### src/hw/rtl/prsu_pkg.sv
// Shared types, constants and fixed-point helpers of the pairwise ranking update unit.
package prsu_pkg;

    localparam int W_BITS = 32;
    localparam int ACC_W = 48;
    localparam int MUL_W = W_BITS + 1;
    localparam int CFG_W = 25;
    localparam int FRAC = 24;
    localparam int IDX_W = 10;
    localparam int FI_W = 4;

    localparam int DEF_NUM_USERS = 1024;
    localparam int DEF_NUM_ITEMS = 1024;
    localparam int DEF_FACTORS = 16;

    localparam logic [CFG_W-1:0] LEARN_RATE_RST = 25'd167772;
    localparam logic [CFG_W-1:0] FACTOR_REG_RST = 25'd167772;
    localparam logic [CFG_W-1:0] BIAS_REG_RST = 25'd167772;

    localparam logic signed [ACC_W-1:0] ACC_WMAX = 48'sd2147483647;
    localparam logic signed [ACC_W-1:0] ACC_WMIN = -48'sd2147483648;
    localparam logic signed [W_BITS-1:0] WMAX = 32'sh7fffffff;
    localparam logic signed [W_BITS-1:0] WMIN = 32'sh80000000;

    localparam logic [1:0] CFG_LEARN_RATE = 2'd0;
    localparam logic [1:0] CFG_FACTOR_REG = 2'd1;
    localparam logic [1:0] CFG_BIAS_REG = 2'd2;

    localparam logic [1:0] OP_TRAIN = 2'd0;
    localparam logic [1:0] OP_LOAD = 2'd1;
    localparam logic [1:0] OP_PREDICT = 2'd2;
    localparam logic [1:0] OP_READ = 2'd3;

    localparam logic [1:0] SEL_BIAS = 2'd0;
    localparam logic [1:0] SEL_UFAC = 2'd1;
    localparam logic [1:0] SEL_IFAC = 2'd2;

    typedef struct packed {
        logic [1:0]               op;
        logic [IDX_W-1:0]         item_index;
        logic [IDX_W-1:0]         pos_user_index;
        logic [IDX_W-1:0]         neg_user_index;
        logic [1:0]               weight_select;
        logic [IDX_W-1:0]         entry_index;
        logic [FI_W-1:0]          factor_index;
        logic signed [W_BITS-1:0] weight_value;
    } t_cmd;

    typedef struct packed {
        logic signed [W_BITS-1:0] result_value;
        logic                     saturated;
    } t_result;

    typedef struct packed {
        logic ub;
        logic uf;
        logic itm;
    } t_wr_en;

    function automatic logic signed [W_BITS-1:0] sat_w(input logic signed [ACC_W-1:0] v);
        if (v > ACC_WMAX) begin
            return WMAX;
        end else if (v < ACC_WMIN) begin
            return WMIN;
        end
        return v[W_BITS-1:0];
    endfunction

    function automatic logic sat_ovf(input logic signed [ACC_W-1:0] v);
        return (v > ACC_WMAX) || (v < ACC_WMIN);
    endfunction

    // Piecewise linear 1/(1+exp(x)), i.e. the sigmoid of -x, of a Q8.24 input, as a Q1.24 result.
    function automatic logic [CFG_W-1:0] sigmoid_neg(input logic signed [W_BITS-1:0] x);
        logic signed [W_BITS+1:0] z;
        logic signed [W_BITS+1:0] z_neg;
        logic [W_BITS+1:0]        a;
        logic [W_BITS+1:0]        sp;
        z = '0 - (W_BITS+2)'(x);
        z_neg = '0 - z;
        a = z[W_BITS+1] ? z_neg : z;
        if (a >= 34'd83886080) begin
            sp = 34'd16777216;
        end else if (a >= 34'd39845888) begin
            sp = (a >> 5) + 34'd14155776;
        end else if (a >= 34'd16777216) begin
            sp = (a >> 3) + 34'd10485760;
        end else begin
            sp = (a >> 2) + 34'd8388608;
        end
        if (z[W_BITS+1]) begin
            sp = 34'd16777216 - sp;
        end
        return sp[CFG_W-1:0];
    endfunction

endpackage

### src/hw/rtl/prsu_mac.sv
// Shared Q8.24 multiplier: registered magnitude product, truncate and saturate on output.
module prsu_mac (
    input  logic                                 i_clk,
    input  logic signed [prsu_pkg::MUL_W-1:0]    i_a,
    input  logic signed [prsu_pkg::MUL_W-1:0]    i_b,
    output logic signed [prsu_pkg::W_BITS-1:0]   o_q,
    output logic                                 o_sat
);
    import prsu_pkg::*;

    localparam int P_W = 2 * W_BITS;
    localparam int S_W = P_W - FRAC;

    logic signed [MUL_W-1:0] neg_a, neg_b;
    logic [W_BITS-1:0]       mag_a, mag_b;
    logic [P_W-1:0]          r_prod;
    logic                    r_neg;
    logic [S_W-1:0]          shr;
    logic [W_BITS-1:0]       shr_neg;
    logic                    ovf_pos, ovf_neg;

    assign neg_a = '0 - i_a;
    assign neg_b = '0 - i_b;
    assign mag_a = i_a[MUL_W-1] ? neg_a[W_BITS-1:0] : i_a[W_BITS-1:0];
    assign mag_b = i_b[MUL_W-1] ? neg_b[W_BITS-1:0] : i_b[W_BITS-1:0];

    always_ff @(posedge i_clk) begin
        r_prod <= P_W'(mag_a) * P_W'(mag_b);
        r_neg  <= i_a[MUL_W-1] ^ i_b[MUL_W-1];
    end

    assign shr = r_prod[P_W-1:FRAC];
    assign shr_neg = '0 - shr[W_BITS-1:0];
    assign ovf_pos = |shr[S_W-1:W_BITS-1];
    assign ovf_neg = (|shr[S_W-1:W_BITS]) || (shr[W_BITS-1] && (|shr[W_BITS-2:0]));

    always_comb begin
        if (r_neg) begin
            o_q   = ovf_neg ? WMIN : shr_neg;
            o_sat = ovf_neg;
        end else begin
            o_q   = ovf_pos ? WMAX : shr[W_BITS-1:0];
            o_sat = ovf_pos;
        end
    end

endmodule

### config.mk
export PLATFORM = sky130hd
export DESIGN_NAME = prsu_mac
export DESIGN_NICKNAME = d
export VERILOG_FILES = /design/src/hw/rtl/prsu_pkg.sv /design/src/hw/rtl/prsu_mac.sv
export SDC_FILE = /design/constraint.sdc
export NUM_CORES = 2
export LEC_CHECK = 0
export ABC_AREA = 1
export BUFFER_PORTS_ARGS = -buffer_cell sky130_fd_sc_hd__clkbuf_2
export CAP_MARGIN = 20
export CORE_MARGIN = 5
export CORE_UTILIZATION = 60
export CTS_BUF_LIST = sky130_fd_sc_hd__clkbuf_8
export CTS_CLUSTER_SIZE = 8
export DETAILED_ROUTE_END_ITERATION = 16
export GPL_TIMING_DRIVEN = 1
export PLACE_DENSITY = 0.81
export SLEW_MARGIN = 25
export SYNTH_ARGS = -nofsm -noshare
export SYNTH_HDL_FRONTEND = slang
export SYNTH_SLANG_ARGS = --single-unit
### constraint.sdc
create_clock -name i_clk -period 15 [get_ports i_clk]
set_clock_uncertainty 0.2 [all_clocks]
set_input_delay 1.5 -clock i_clk [delete_from_list [all_inputs] [get_ports i_clk]]
set_output_delay 1.5 -clock i_clk [all_outputs]
set_load 0.03 [all_outputs]
==> metrics.txt <==
status completed; prevailing post-synth register cell dfxtp_1; layout net count 6,071; area share of the largest cell type after synthesis 48.1%; WS Path Type in -> reg; I/O pin cnt 100; antenna violations before repair 5; CTS tree done; dominant cell type by area after synthesis fa_1; Final setup viols 0; post-detail-place hpwl 102,000 um; clk slew on worst S/H paths 0.08 ns; top cells by area, synth fa_1, inv_1, nand2_1, ha_1, nor2_1; Slowest Stage Delay on Critical Path 0.92 ns; max-cap check violation count 0; Post-Syn Instances 4,858; Max Clk Rate 86.1 MHz; FFs w/ async S/R, synth 0%; Avg Cell Area, Syn 7.68 um^2; CTS resizes 0; H-Tree Depth 2; Die H 259 um; share of layout cells above drive strength 1 4.79%; Syn-to-layout area delta 3.61%; root buf cell clkbuf_8; Slew @ Worst Pin 1.16 ns; Hold Vio Cnt, Final 0; clk buf depth 2; slowest CP cell inv_1; Worst EP required 15.00 ns; fin crit period 11.62 ns; Post-Route WL 129,000 um; slew margin rel. 22.3%; post-synthesis sequential area ratio 2.20%; Pre-antenna DRT Iters 7; Rows 91; EDFF count, synth 0; global route overflow 0; Worst Hold Class in -> reg; pre-CTS WS 3.58 ns; drt drc 0; CP most frequent cell inv_1; Worst Path Arrival 11.62 ns; worst setup margin 3.38 ns; initial core utilization 60.5%; Vias 33,222; first-pass GRT wire length 198,000 um; Hold Slack 1.99 ns; die width 259 um; setup TNS 0 ns; vias in the first global route 34,868; Final Cell Area 38,600 um^2; Final GP Congestion 1.04; Critical Path Source Type input port; Post-CTS Setup Bufs 0; core region area 61,600 um^2; Die ar. 67,200 um^2; Ys Warns 0; input/output buffers 99; Num Clock Sinks 41; GRT Util Overall 38.8%; TritonCTS buffer count 5; post-synthesis cell type count 48; Vias per Instance 5.84; Post-Place Cell Area 38,500 um^2; synth cell count leaders inv_1, nand2_1, fa_1; routed len/inst 22.6 um; Mapped Area 37,300 um^2; RSZ-0062 raised after global routing false; syn_nets 6,083; final count of pins violating max slew 0; largest net degree at the start of global routing 37; Yosys reg bits 41; critical path endpoint category flip-flop; DRT iter0 DRCs 3,597; count leader, synth inv_1; crit-path max FO 23; antenna-violating nets left 0; Hold-fix buffers, CTS 0; crit share post-route 77.5%
[logic make-up (layout without fill, tap and decap cells)]
logic type	count (synthesis)	after routing	share of synthesized area, %
fa+ha+maj	1158	1158	56.9
simple gates	1851	1851	19.8
flops	41	41	2.20
xor+xnor	75	75	1.88
other cells	0	8	0
compound gates	279	279	4.25
buf+inv	1454	1442	15.0
[metal layers]
metal | up-vias | wire length [um] | global-route usage (%)
li1 | 13939 | - | -
met1 | 15992 | 43700 | 47.9
met2 | 2501 | 54200 | 58.0
met3 | 784 | 18100 | 12.7
met4 | 6 | 12400 | 27.0
met5 | - | 85 | 0.731
[worst max-delay path: cells and delay by family]
| family | cells | cell delay (ns) |
|---|---|---|
| adders and majority gates | 10 | 4.76 |
| buffers and inverters | 10 | 2.54 |
| and+or+nand+nor | 12 | 1.84 |
| AOI/OAI and AO/OA | 4 | 0.93 |
[cells in the final DEF, fill, tap and decap left out, types with 14 or more instances in the layout]
master	Yosys	final
a21oi_1	90	90
buf_4	5	50
clkbuf_2	0	99
dfxtp_1	41	41
fa_1	895	895
ha_1	263	263
inv_1	1261	1261
nand2_1	919	918
nand3_1	116	116
nand4_1	24	24
nor2_1	695	695
nor2_2	14	14
nor3_1	36	36
o21ai_0	119	117
or2_2	15	15
xor2_1	62	58
[sequential cells by signal, summed over array words and instances (netlist names)]
signal / count
r_neg: 1
r_prod: 40
[area by class of cell]
type / count / area (um^2)
Timing Repair Buffer: 149 / 871
Inverter: 1286 / 4830
Clock inverter: 2 / 35.0
Sequential cell: 41 / 821
Tap cell: 837 / 1050
Antenna cell: 8 / 20.0
Clock buffer: 5 / 68.8
Multi-Input combinational cell: 3363 / 30900
Fill cell: 5334 / 23000
[through the flow]
stage	instances	utilization, %
finish	5691	62.7
global route	5684	62.7
CTS	5683	62.7
detailed placement	5676	62.5
global placement	5676	62.5
floorplan	4858	-
[final timing paths]
path	startpoint	to	slack (ns)	cells after the start
worst max-delay path	i_b[0]	r_prod[62]$_DFF_P_	3.38	36
worst min-delay path	i_a[32]	r_neg$_DFF_P_	1.99	2
Power is not shown: default switching activity piles up to over one toggle a cycle in this logic, so the estimate is an artifact.
